<file path="src/b64d_pkg.sv">
`timescale 1ns / 1ps

package b64d_pkg;

  // End record status codes
  localparam logic [1:0] STATUS_OK        = 2'd0;
  localparam logic [1:0] STATUS_BAD_CHAR  = 2'd1;
  localparam logic [1:0] STATUS_PAD_TEXT  = 2'd2;
  localparam logic [1:0] STATUS_LONE_CHAR = 2'd3;

  localparam logic [7:0] CHAR_PAD = 8'h3D;  // '='

  // Queue geometry
  localparam int QUEUE_DEPTH = 4;
  localparam int QUEUE_AW    = $clog2(QUEUE_DEPTH);

  // One classified input item: up to three data bytes and an optional end record
  typedef struct packed {
    logic [7:0] b0;
    logic [7:0] b1;
    logic [7:0] b2;
    logic [1:0] nbytes;
    logic       eom;
    logic [1:0] status;
  } job_t;

  // Map a character to {valid, sextet}; valid is low outside the alphabet (NUL too)
  function automatic logic [6:0] sextet_of(logic [7:0] c);
    logic [7:0] d;
    logic [6:0] r;
    d = 8'h00;
    r = 7'h00;
    if (c >= 8'h41 && c <= 8'h5A) begin
      d = c - 8'h41;
      r = {1'b1, d[5:0]};
    end else if (c >= 8'h61 && c <= 8'h7A) begin
      d = c - 8'd71;
      r = {1'b1, d[5:0]};
    end else if (c >= 8'h30 && c <= 8'h39) begin
      d = c + 8'd4;
      r = {1'b1, d[5:0]};
    end else if (c == 8'h2B) begin
      r = {1'b1, 6'd62};
    end else if (c == 8'h2F) begin
      r = {1'b1, 6'd63};
    end
    return r;
  endfunction

endpackage

</file>
<file path="src/b64d_front.sv">
`timescale 1ns / 1ps

module b64d_front import b64d_pkg::*; (
  input  logic       clk_i,
  input  logic       rst_ni,
  input  logic       take_i,
  input  logic [7:0] char_i,
  input  logic       last_i,
  output logic       push_o,
  output job_t       job_o
);

  logic [17:0] group_q, group_d;
  logic [1:0]  pend_q, pend_d;
  logic        pad_q, pad_d;
  logic [1:0]  after_q, after_d;
  logic        bad_q, bad_d;
  logic [6:0]  sx;
  logic [23:0] full;
  job_t        job;

  assign sx   = sextet_of(char_i);
  assign full = {group_q, sx[5:0]};

  // Classify the item and work out the next decoder state and its results
  always_comb begin
    group_d    = group_q;
    pend_d     = pend_q;
    pad_d      = pad_q;
    after_d    = after_q;
    bad_d      = bad_q;
    job        = '0;
    job.status = STATUS_OK;

    if (bad_q) begin
      // drop everything until the end of the message
    end else if (pad_q) begin
      if (after_q != 2'd3) begin
        after_d = after_q + 2'd1;
      end
    end else if (char_i == CHAR_PAD) begin
      pad_d = 1'b1;
    end else if (!sx[6]) begin
      bad_d = 1'b1;
    end else if (pend_q == 2'd3) begin
      job.b0     = full[23:16];
      job.b1     = full[15:8];
      job.b2     = full[7:0];
      job.nbytes = 2'd3;
      group_d    = '0;
      pend_d     = 2'd0;
    end else begin
      group_d = full[17:0];
      pend_d  = pend_q + 2'd1;
    end

    // Flush a partial group and close the message
    if (last_i) begin
      job.eom = 1'b1;
      if (bad_d) begin
        job.status = STATUS_BAD_CHAR;
      end else if (after_d == 2'd3) begin
        job.status = STATUS_PAD_TEXT;
      end else if (pend_d == 2'd1) begin
        job.status = STATUS_LONE_CHAR;
      end else if (pend_d == 2'd2) begin
        job.b0     = group_d[11:4];
        job.nbytes = 2'd1;
      end else if (pend_d == 2'd3) begin
        job.b0     = group_d[17:10];
        job.b1     = group_d[9:2];
        job.nbytes = 2'd2;
      end
      group_d = '0;
      pend_d  = 2'd0;
      pad_d   = 1'b0;
      after_d = 2'd0;
      bad_d   = 1'b0;
    end
  end

  assign job_o  = job;
  assign push_o = take_i && (job.nbytes != 2'd0 || job.eom);

  // Hold decoder state between items
  always_ff @(posedge clk_i or negedge rst_ni) begin
    if (!rst_ni) begin
      group_q <= '0;
      pend_q  <= 2'd0;
      pad_q   <= 1'b0;
      after_q <= 2'd0;
      bad_q   <= 1'b0;
    end else if (take_i) begin
      group_q <= group_d;
      pend_q  <= pend_d;
      pad_q   <= pad_d;
      after_q <= after_d;
      bad_q   <= bad_d;
    end
  end

endmodule

</file>
<file path="src/b64d_queue.sv">
`timescale 1ns / 1ps

module b64d_queue import b64d_pkg::*; (
  input  logic clk_i,
  input  logic rst_ni,
  input  logic push_i,
  input  job_t job_i,
  output logic full_o,
  output logic valid_o,
  output job_t job_o,
  input  logic pop_i
);

  localparam logic [QUEUE_AW:0] Depth = (QUEUE_AW + 1)'(QUEUE_DEPTH);

  job_t                slots_q [QUEUE_DEPTH];
  logic [QUEUE_AW-1:0] wr_q, wr_d;
  logic [QUEUE_AW-1:0] rd_q, rd_d;
  logic [QUEUE_AW:0]   cnt_q, cnt_d;
  logic                do_push, do_pop;

  assign full_o  = (cnt_q == Depth);
  assign valid_o = (cnt_q != '0);
  assign job_o   = slots_q[rd_q];
  assign do_push = push_i && !full_o;
  assign do_pop  = pop_i && valid_o;

  // Advance pointers and fill count
  always_comb begin
    wr_d  = do_push ? wr_q + 1'b1 : wr_q;
    rd_d  = do_pop ? rd_q + 1'b1 : rd_q;
    cnt_d = cnt_q;
    if (do_push && !do_pop) begin
      cnt_d = cnt_q + 1'b1;
    end else if (do_pop && !do_push) begin
      cnt_d = cnt_q - 1'b1;
    end
  end

  always_ff @(posedge clk_i or negedge rst_ni) begin
    if (!rst_ni) begin
      wr_q  <= '0;
      rd_q  <= '0;
      cnt_q <= '0;
    end else begin
      wr_q  <= wr_d;
      rd_q  <= rd_d;
      cnt_q <= cnt_d;
    end
  end

  // Store the pushed job
  always_ff @(posedge clk_i) begin
    if (do_push) begin
      slots_q[wr_q] <= job_i;
    end
  end

endmodule

</file>
<file path="src/b64d_back.sv">
`timescale 1ns / 1ps

module b64d_back import b64d_pkg::*; (
  input  logic        clk_i,
  input  logic        rst_ni,
  input  logic        q_valid_i,
  input  job_t        q_job_i,
  output logic        q_pop_o,
  output logic        m_valid_o,
  input  logic        m_ready_i,
  output logic [7:0]  m_byte_o,
  output logic        m_byte_valid_o,
  output logic [1:0]  m_status_o,
  output logic        m_eom_o
);

  job_t       cur_q;
  logic       cur_valid_q;
  logic [1:0] idx_q;
  logic       is_end;
  logic       last_res;
  logic       hs;
  logic       load;

  assign hs       = cur_valid_q && m_ready_i;
  assign is_end   = (idx_q == cur_q.nbytes);
  assign last_res = cur_q.eom ? is_end : (idx_q == cur_q.nbytes - 2'd1);
  assign load     = !cur_valid_q || (hs && last_res);
  assign q_pop_o  = load && q_valid_i;

  // Select the result at the current index of the job
  always_comb begin
    m_byte_o = 8'h00;
    case (idx_q)
      2'd0:    m_byte_o = cur_q.b0;
      2'd1:    m_byte_o = cur_q.b1;
      2'd2:    m_byte_o = cur_q.b2;
      default: m_byte_o = 8'h00;
    endcase
    if (is_end) begin
      m_byte_o = 8'h00;
    end
  end

  assign m_valid_o      = cur_valid_q;
  assign m_byte_valid_o = !is_end;
  assign m_status_o     = is_end ? cur_q.status : STATUS_OK;
  assign m_eom_o        = is_end;

  // Load the next job or advance through the current one
  always_ff @(posedge clk_i or negedge rst_ni) begin
    if (!rst_ni) begin
      cur_valid_q <= 1'b0;
      idx_q       <= 2'd0;
    end else if (load) begin
      cur_valid_q <= q_valid_i;
      idx_q       <= 2'd0;
    end else if (hs) begin
      idx_q <= idx_q + 2'd1;
    end
  end

  always_ff @(posedge clk_i) begin
    if (q_pop_o) begin
      cur_q <= q_job_i;
    end
  end

endmodule

</file>
<file path="src/base64_stream_decoder.sv">
`timescale 1ns / 1ps
// Base64 stream decoder.
// Input stream: one character per item in s_axis_tdata[7:0]; s_axis_tlast marks the
// final character of a message. Output stream: one result per item; tuser high marks
// a data byte in tdata[7:0], tuser low with tlast high is the end record whose
// status sits in tdata[9:8] (ok, bad character, text after padding, lone final char).
// Throughput: one character per cycle sustained with m_axis_tready high. Each character that yields results
// becomes a job of up to four results in a four-entry queue; the output side drains
// one result a cycle, so a full group (four characters, three bytes) keeps pace.
// Each accepted character's job is written to the queue and then loaded into the
// output job register, from which its first result is presented on the output.
// Reset clears decoder state, queue and output; no clearing pass is needed.
// When the receiver stalls the current result holds; the queue keeps taking input
// until it holds four jobs, then s_axis_tready drops until a job is drained.
module base64_stream_decoder import b64d_pkg::*; (
  input  logic        clk_i,
  input  logic        rst_ni,
  input  logic        s_axis_tvalid,
  output logic        s_axis_tready,
  input  logic [7:0]  s_axis_tdata,   // [7:0] in_char
  input  logic        s_axis_tlast,   // last_char
  output logic        m_axis_tvalid,
  input  logic        m_axis_tready,
  output logic [15:0] m_axis_tdata,   // [7:0] out_byte, [9:8] status, [15:10] zero
  output logic        m_axis_tuser,   // byte_valid
  output logic        m_axis_tlast    // end_of_message
);

  logic       take;
  logic       push;
  job_t       push_job;
  logic       q_full;
  logic       q_valid;
  job_t       q_job;
  logic       q_pop;
  logic [7:0] out_byte;
  logic [1:0] out_status;

  assign s_axis_tready = !q_full;
  assign take          = s_axis_tvalid && s_axis_tready;

  b64d_front u_front (
    .clk_i  (clk_i),
    .rst_ni (rst_ni),
    .take_i (take),
    .char_i (s_axis_tdata),
    .last_i (s_axis_tlast),
    .push_o (push),
    .job_o  (push_job)
  );

  b64d_queue u_queue (
    .clk_i   (clk_i),
    .rst_ni  (rst_ni),
    .push_i  (push),
    .job_i   (push_job),
    .full_o  (q_full),
    .valid_o (q_valid),
    .job_o   (q_job),
    .pop_i   (q_pop)
  );

  b64d_back u_back (
    .clk_i          (clk_i),
    .rst_ni         (rst_ni),
    .q_valid_i      (q_valid),
    .q_job_i        (q_job),
    .q_pop_o        (q_pop),
    .m_valid_o      (m_axis_tvalid),
    .m_ready_i      (m_axis_tready),
    .m_byte_o       (out_byte),
    .m_byte_valid_o (m_axis_tuser),
    .m_status_o     (out_status),
    .m_eom_o        (m_axis_tlast)
  );

  assign m_axis_tdata = {6'b0, out_status, out_byte};

`ifndef NO_ASSERTIONS
  // Every pushed job carries at least one result
  assert property (@(posedge clk_i) disable iff (!rst_ni)
    push |-> (push_job.nbytes != 2'd0 || push_job.eom))
    else $error("empty job pushed");

  // The end record is never flagged as a data byte
  assert property (@(posedge clk_i) disable iff (!rst_ni)
    m_axis_tvalid && m_axis_tlast |-> !m_axis_tuser)
    else $error("end record marked as data");

  // Data bytes carry an ok status and the padding bits stay clear
  assert property (@(posedge clk_i) disable iff (!rst_ni)
    m_axis_tvalid && m_axis_tuser |-> (m_axis_tdata[15:8] == 8'h00))
    else $error("data byte with status");

  // An accepted last character always leads to a pushed end record
  assert property (@(posedge clk_i) disable iff (!rst_ni)
    take && s_axis_tlast |-> push && push_job.eom)
    else $error("end record lost");
`endif

endmodule
</file>
<file path="config.mk">
export PLATFORM = sky130hd
export DESIGN_NAME = base64_stream_decoder
export DESIGN_NICKNAME = d
export VERILOG_FILES = /design/src/b64d_pkg.sv /design/src/b64d_front.sv /design/src/b64d_queue.sv /design/src/b64d_back.sv /design/src/base64_stream_decoder.sv
export SDC_FILE = /design/constraint.sdc
export NUM_CORES = 1
export LEC_CHECK = 0
export BUFFER_PORTS_ARGS = -buffer_cell sky130_fd_sc_hd__buf_4
export CORE_MARGIN = 3
export CORE_UTILIZATION = 25
export DETAILED_ROUTE_END_ITERATION = 10
export GPL_ROUTABILITY_DRIVEN = 0
export GPL_TIMING_DRIVEN = 0
export PLACE_DENSITY_LB_ADDON = 0.25
export SLEW_MARGIN = 20
export SYNTH_ARGS = -nofsm -noshare
export SYNTH_HDL_FRONTEND = slang
export SYNTH_HIERARCHICAL = 1
export SYNTH_SLANG_ARGS = --single-unit
</file>
<file path="constraint.sdc">
create_clock -name clk_i -period 6.08 [get_ports clk_i]
set_input_delay 0.608 -clock clk_i [delete_from_list [all_inputs] [get_ports clk_i]]
set_output_delay 0.608 -clock clk_i [all_outputs]
set_load 0.05 [all_outputs]
</file>
==> After elaboration in Yosys (flattened, before gate mapping) <==
Memories as Yosys holds them, arrays and structs flattened. A register that Yosys moved wholly into a read port is not among the register bits.
Index checks and enable logic that the tools add are counted.
{ "word_totals": {"mem_bits_rw": 116, "n_memories": 1, "in_bits": 13, "reg_bits": 34, "out_inout_bits": 20} }
{ "mem_list": {"columns": ["memory", "depth", "word_bits", "rd", "rd_clocked_by_memory_dff", "wr", "line", "source"], "rows": [
  ["u_queue.slots_q", 4, 29, 1, 1, 1, "b64d_queue.sv:16", "job_t slots_q [QUEUE_DEPTH];"]
]} }
{ "classes": {"addsub": 11, "n_mux": 61, "n_reduce_logical": 27, "order_cmp": 6, "eq_ne": 17} }
{ "op_table": {"columns": ["operator", "n"], "rows": [
  ["26-bit two-way mux", 5],
  ["18-bit two-way mux", 6],
  ["16-bit two-way mux", 5],
  ["2-bit two-way mux", 21],
  ["7-bit two-way mux", 5],
  ["8-bit by 6-bit == test with 1-bit output (second input constant)", 3],
  ["8-bit two-way mux", 3],
  ["8-bit one-hot mux with 3 select lines", 1],
  ["8-bit by 7-bit greater-or-equal comparator with 1-bit output (second input constant)", 2],
  ["8-bit by 7-bit <= comparator with 1-bit output (second input constant)", 2],
  ["1-bit logical AND", 12],
  ["1-bit two-way mux", 12],
  ["2-bit by 1-bit adder with 2-bit output (second input constant)", 5],
  ["2-bit == test (second input constant)", 5],
  ["8-bit by 6-bit greater-or-equal comparator with 1-bit output (second input constant)", 1],
  ["8-bit by 6-bit <= comparator with 1-bit output (second input constant)", 1],
  ["2-bit inequality test (second input constant)", 4],
  ["2-bit nonzero test", 4],
  ["6-bit by 3-bit adder with 6-bit output (second input constant)", 1],
  ["3-bit two-way mux", 2],
  ["6-bit by 1-bit subtractor with 6-bit output (second input constant)", 1],
  ["6-bit by 3-bit subtractor with 6-bit output (second input constant)", 1],
  ["1-bit zero test", 5],
  ["5-bit two-way mux", 1],
  ["11 further kinds", 14]
]} }

==> Logic depth before layout (Yosys ltp) <==
{ "depth": {"depth_word": 25, "depth_mapped": 16, "ltp_nobuf": 14} }

==> By module <==
The synthesis kept the hierarchy.
{ "by_module_without_submodules": {"columns": ["module", "instances", "area_per_inst_um2", "cells_each"], "rows": [
  ["b64d_queue", 1, 4623.2, 186],
  ["b64d_front", 1, 2384.8, 282],
  ["b64d_back", 1, 1285.0, 82],
  ["base64_stream_decoder", 1, 58.8, 9]
]} }

==> Worst setup path before layout <==
OpenSTA, ideal clock, no wires.
{ "synth_timing": {"kind": "input -> register", "startpoint": "input s_axis_tdata[2]", "endpoint": "register u_queue.cnt_q[1]", "slack_ns": 2.540, "t_required_ns": 5.955, "t_arrival_ns": 3.415, "n_path_buf": 2, "cell_stages": 14, "path_cell_list": "buf_6 > inv_1 > ha_1 > a21boi_0 > nand4_1 > o211a_1 > o211ai_1 > a21oi_1 > nor2b_2 > buf_6 > ha_1 > inv_1 > fa_1 > mux2_2"} }
{ "synth_between": {"word_cells_on_any_way": 47, "cone_classes": "6 x order compare; 6 x eq/ne; 24 x mux; 11 x reduce/logical"} }
{ "synth_lines": {"columns": ["element", "line", "source"], "rows": [
  ["start: declaration", "base64_stream_decoder.sv:20", "input logic [7:0] s_axis_tdata,"],
  ["branches (longest 16 deep; another with 8-bit by 6-bit greater-or-equal comparator with 1-bit output)", null, null],
  ["5-bit two-way mux *", "b64d_front.sv:58", "if (last_i) begin"],
  ["2-bit nonzero test *", "b64d_front.sv:83", "assign push_o = take_i && (job.nbytes != 2'd0 || job.eom);"],
  ["1-bit logical OR *", "b64d_front.sv:83", null],
  ["1-bit logical AND *", "b64d_front.sv:83", null],
  ["via push", "base64_stream_decoder.sv:30", "logic push;"],
  ["1-bit logical AND *", "b64d_queue.sv:25", "assign do_push = push_i && !full_o;"],
  ["via u_queue.do_push", "b64d_queue.sv:20", "logic do_push, do_pop;"],
  ["1-bit logical AND *", "b64d_queue.sv:33", "if (do_push && !do_pop) begin"],
  ["3-bit two-way mux *", "b64d_queue.sv:33", null],
  ["via u_queue.cnt_d[1]", "b64d_queue.sv:19", "logic [QUEUE_AW:0] cnt_q, cnt_d;"],
  ["end signal: assignment", "b64d_queue.sv:48", "cnt_q <= cnt_d;"],
  ["end: declaration", "b64d_queue.sv:19", null]
]} }
Mark *: on every way through the listed nets, which the timed path passes.
A chain may end at the register's enable or synchronous reset.

==> Final worst setup path <==
Ends and elaborated chain as after synthesis.

==> impl_metrics.toml <==
[pwr]
p_leak_nw = 3.271
p_per_area_mw_per_mm2 = 440.3
vdd_drop_max_uv = 287.8
finalPower_mw = 4.247

[drt]
wl_met2_um = 9179
drtIter0Drc = 483
routed.top_layer = "met4"
post_drt_wl_per_cell_um = 18.46
num_vias = 5215
wl_um = 19620
ant_nets = 0
drc = 0
first_pass_iters = 5
dr_wl_met3_um = 1122
vias_per_cell = 4.906
wl_met1_um = 8797

[synth]
yosysTopAreaCell = "edfxtp_1"
yosys-top-cells-area = "edfxtp_1 52%, dfrtp_1 10%, mux4_2 7.8%, ha_1 2.7%, o211ai_1 1.7%"
synth_ff_type = "edfxtp_1"
synth_top_cells_by_count = "145 x edfxtp_1, 34 x dfrtp_1, 29 x mux4_2, 25 x inv_1, 21 x nor2_1"
synth_edf_count = 145
synth-seq-cells = 179
netlist_instances = 559
ys_async_sr_fraction_pct = 18.99
ys_types = 82
ys_warn_count = 6
synth_area_per_cell_um2 = 14.94
synthesis.area_mm2 = 0.008352
yosysTopAreaCellShare_pct = 52.13
synth_seq_area_share_pct = 62.32
yosysMostFrequentCell = "edfxtp_1"

[sta]
finalCritPeriodShare_pct = 64.75
setup_violations = 0
max_clock_freq_mhz = 254.0
fin_hold_ws_ps = 134.2
fin_ws_ps = 2143
clock-skew-final_ps = 9.006
rsz0062_at_grt = "no"
hold_viol_final = 0
worstMarginPinSlew_ps = 987.8
setup_tns_ps = 0
finalMaxSlewViolations = 0
fin_crit_ps = 3937
slew_headroom_pct = 33.75

[finish]
nets = 640
diodes = 0
areaGrowthSynthToFinish_pct = 15.48
fin_area_mm2 = 0.009644
drive_gt1_share_pct = 21.42

[clocking]
cts_buffer_depth = 2
insertion_delay_ps = 430
root_buffer = "clkbuf_16"
cts.repair.resized = 0
numCtsBuffers = 17
clkSinkCount = 179
postCtsSetupBuffers = 0
clkTransAtPathRegs_ps = 70
cts_htree_levels = 4
tritoncts = "built"
hold_buffers = 0

[min_path]
hp-class = "primary input to async pin"

[placed_design]
port_buffers = 25
dpl_cell_area_mm2 = 0.009112
post-place-ws_ps = 1711
hpwl_um = 13600

[die]
ios = 33
core-area_mm2 = 0.03270
start_util_pct = 25.54
die_w_um = 188.8
die_h_um = 188.8
rows = 66
die_area_mm2 = 0.03564

[critical_path]
regToRegEndpoint = "u_queue/cnt_q[2]$_DFFE_PN0P_"
crit_required_ps = 6390
criticalPathCategory = "primary input to flop"
cp.arrival_ps = 4250
end_kind = "flop"
worstSetupStartpointType = "primary input"
critPathMaxFanout = 9
reg2reg_depth = 14
r2r_start = "u_queue/cnt_q[2]$_DFFE_PN0P_"
rrSetupSlack_ps = 2450

[grt]
grt_pass1_wl_um = 30860
grt_pass1_vias = 5256
antenna_found_initial = 0
grt_max_degree = 35
track_usage_pct = 11.29
overflow = 0

[run]
drv_cap = 0

[outcome]
status = "finished clean"
flip-flops by register name (all words and copies together), names as in the netlist, 2 cells and up:
name	count
u_queue/slots_q	116
u_back/cur_q	29
u_front/group_q	18
u_queue/cnt_q	3
u_back/idx_q	2
u_front/after_q	2
u_front/pend_q	2
u_queue/rd_q	2
u_queue/wr_q	2
area by class of cell:
class	count	area [um2]
clock buffer	19	432.9
timing repair buffer	25	187.7
fill	3326	23060
sequential	179	5205
inverter	26	97.59
multi-input combinational	323	2858
tap	442	553.0
buffer	36	211.5
clock inverter	13	98.84
worst max-delay path, cell delays in order:
cell	delay, ps
buf_4	100
buf_6	120
inv_1	80
ha_1	270
a21boi_0	260
nand4_1	270
o211a_1	300
o211ai_1	690
a21oi_1	230
nor2b_2	210
buf_6	130
ha_1	230
inv_1	90
fa_1	380
mux2_2	270
worst max-delay path by stage:
| stage | slack [ps] | cells after the start | end | from |
|---|---|---|---|---|
| 6_report | 2140 | 15 | u_queue/cnt_q[1]$_DFFE_PN0P_ | s_axis_tdata[2] |
| 3_3_place_gp | 1740 | 15 | u_queue/cnt_q[1]$_DFFE_PN0P_ | s_axis_tdata[2] |
| 5_1_grt | 1910 | 17 | u_queue/cnt_q[2]$_DFFE_PN0P_ | s_axis_tdata[2] |
| 2_1_floorplan | 2540 | 14 | u_queue/cnt_q[1]$_DFFE_PN0P_ | s_axis_tdata[2] |
| 3_5_place_dp | 1710 | 15 | u_queue/cnt_q[1]$_DFFE_PN0P_ | s_axis_tdata[2] |
| 4_1_cts | 2160 | 15 | u_queue/cnt_q[1]$_DFFE_PN0P_ | s_axis_tdata[2] |
power by group:
group / total, mW / internal, mW / switching, mW
Combinational: 1.49 / 0.578 / 0.908
Clock: 1.00 / 0.530 / 0.473
Sequential: 1.76 / 1.61 / 0.146
kinds of logic after synthesis:
family	after synthesis	synth area share, %
fa+ha+maj	19	2.936
other cells	1	0.04490
mux	33	8.389
compound gates	144	13.89
simple gates	110	7.566
flops	179	62.32
buf+inv	62	3.700
xor+xnor	11	1.154
placed cells by master (no fill, tap or decap), types with 7 or more instances in the layout:
master     count
o211ai_1      19
or2_2          9
a222oi_1       8
o21ai_0       10
inv_1         25
mux4_2        29
a21boi_0       8
nand3_1        8
a21oi_1       12
dfrtp_1       34
a32o_1         8
nand2_1       19
ha_1          18
clkbuf_1      18
o2bb2ai_1     14
xnor2_1        8
edfxtp_1     145
buf_4         32
nand4_1        7
nor3_1         7
clkbuf_16     17
nor2_1        21
routing by layer:
layer / up-vias / global-route usage [%]
met2: 188 / 17.87
met1: 2649 / 15.07
li1: 2338 / -
met5: - / 0
met4: 0 / 4.641
met3: 40 / 2.456
through the flow:
stage,utilization (%),cells
after floorplan,-,564
after global placement,27.86,1031
after detailed placement,27.87,1031
after CTS,29.49,1063
after global routing,29.49,1063
final,29.49,1063
No activity file was read; power rests on OpenSTA's default activity.
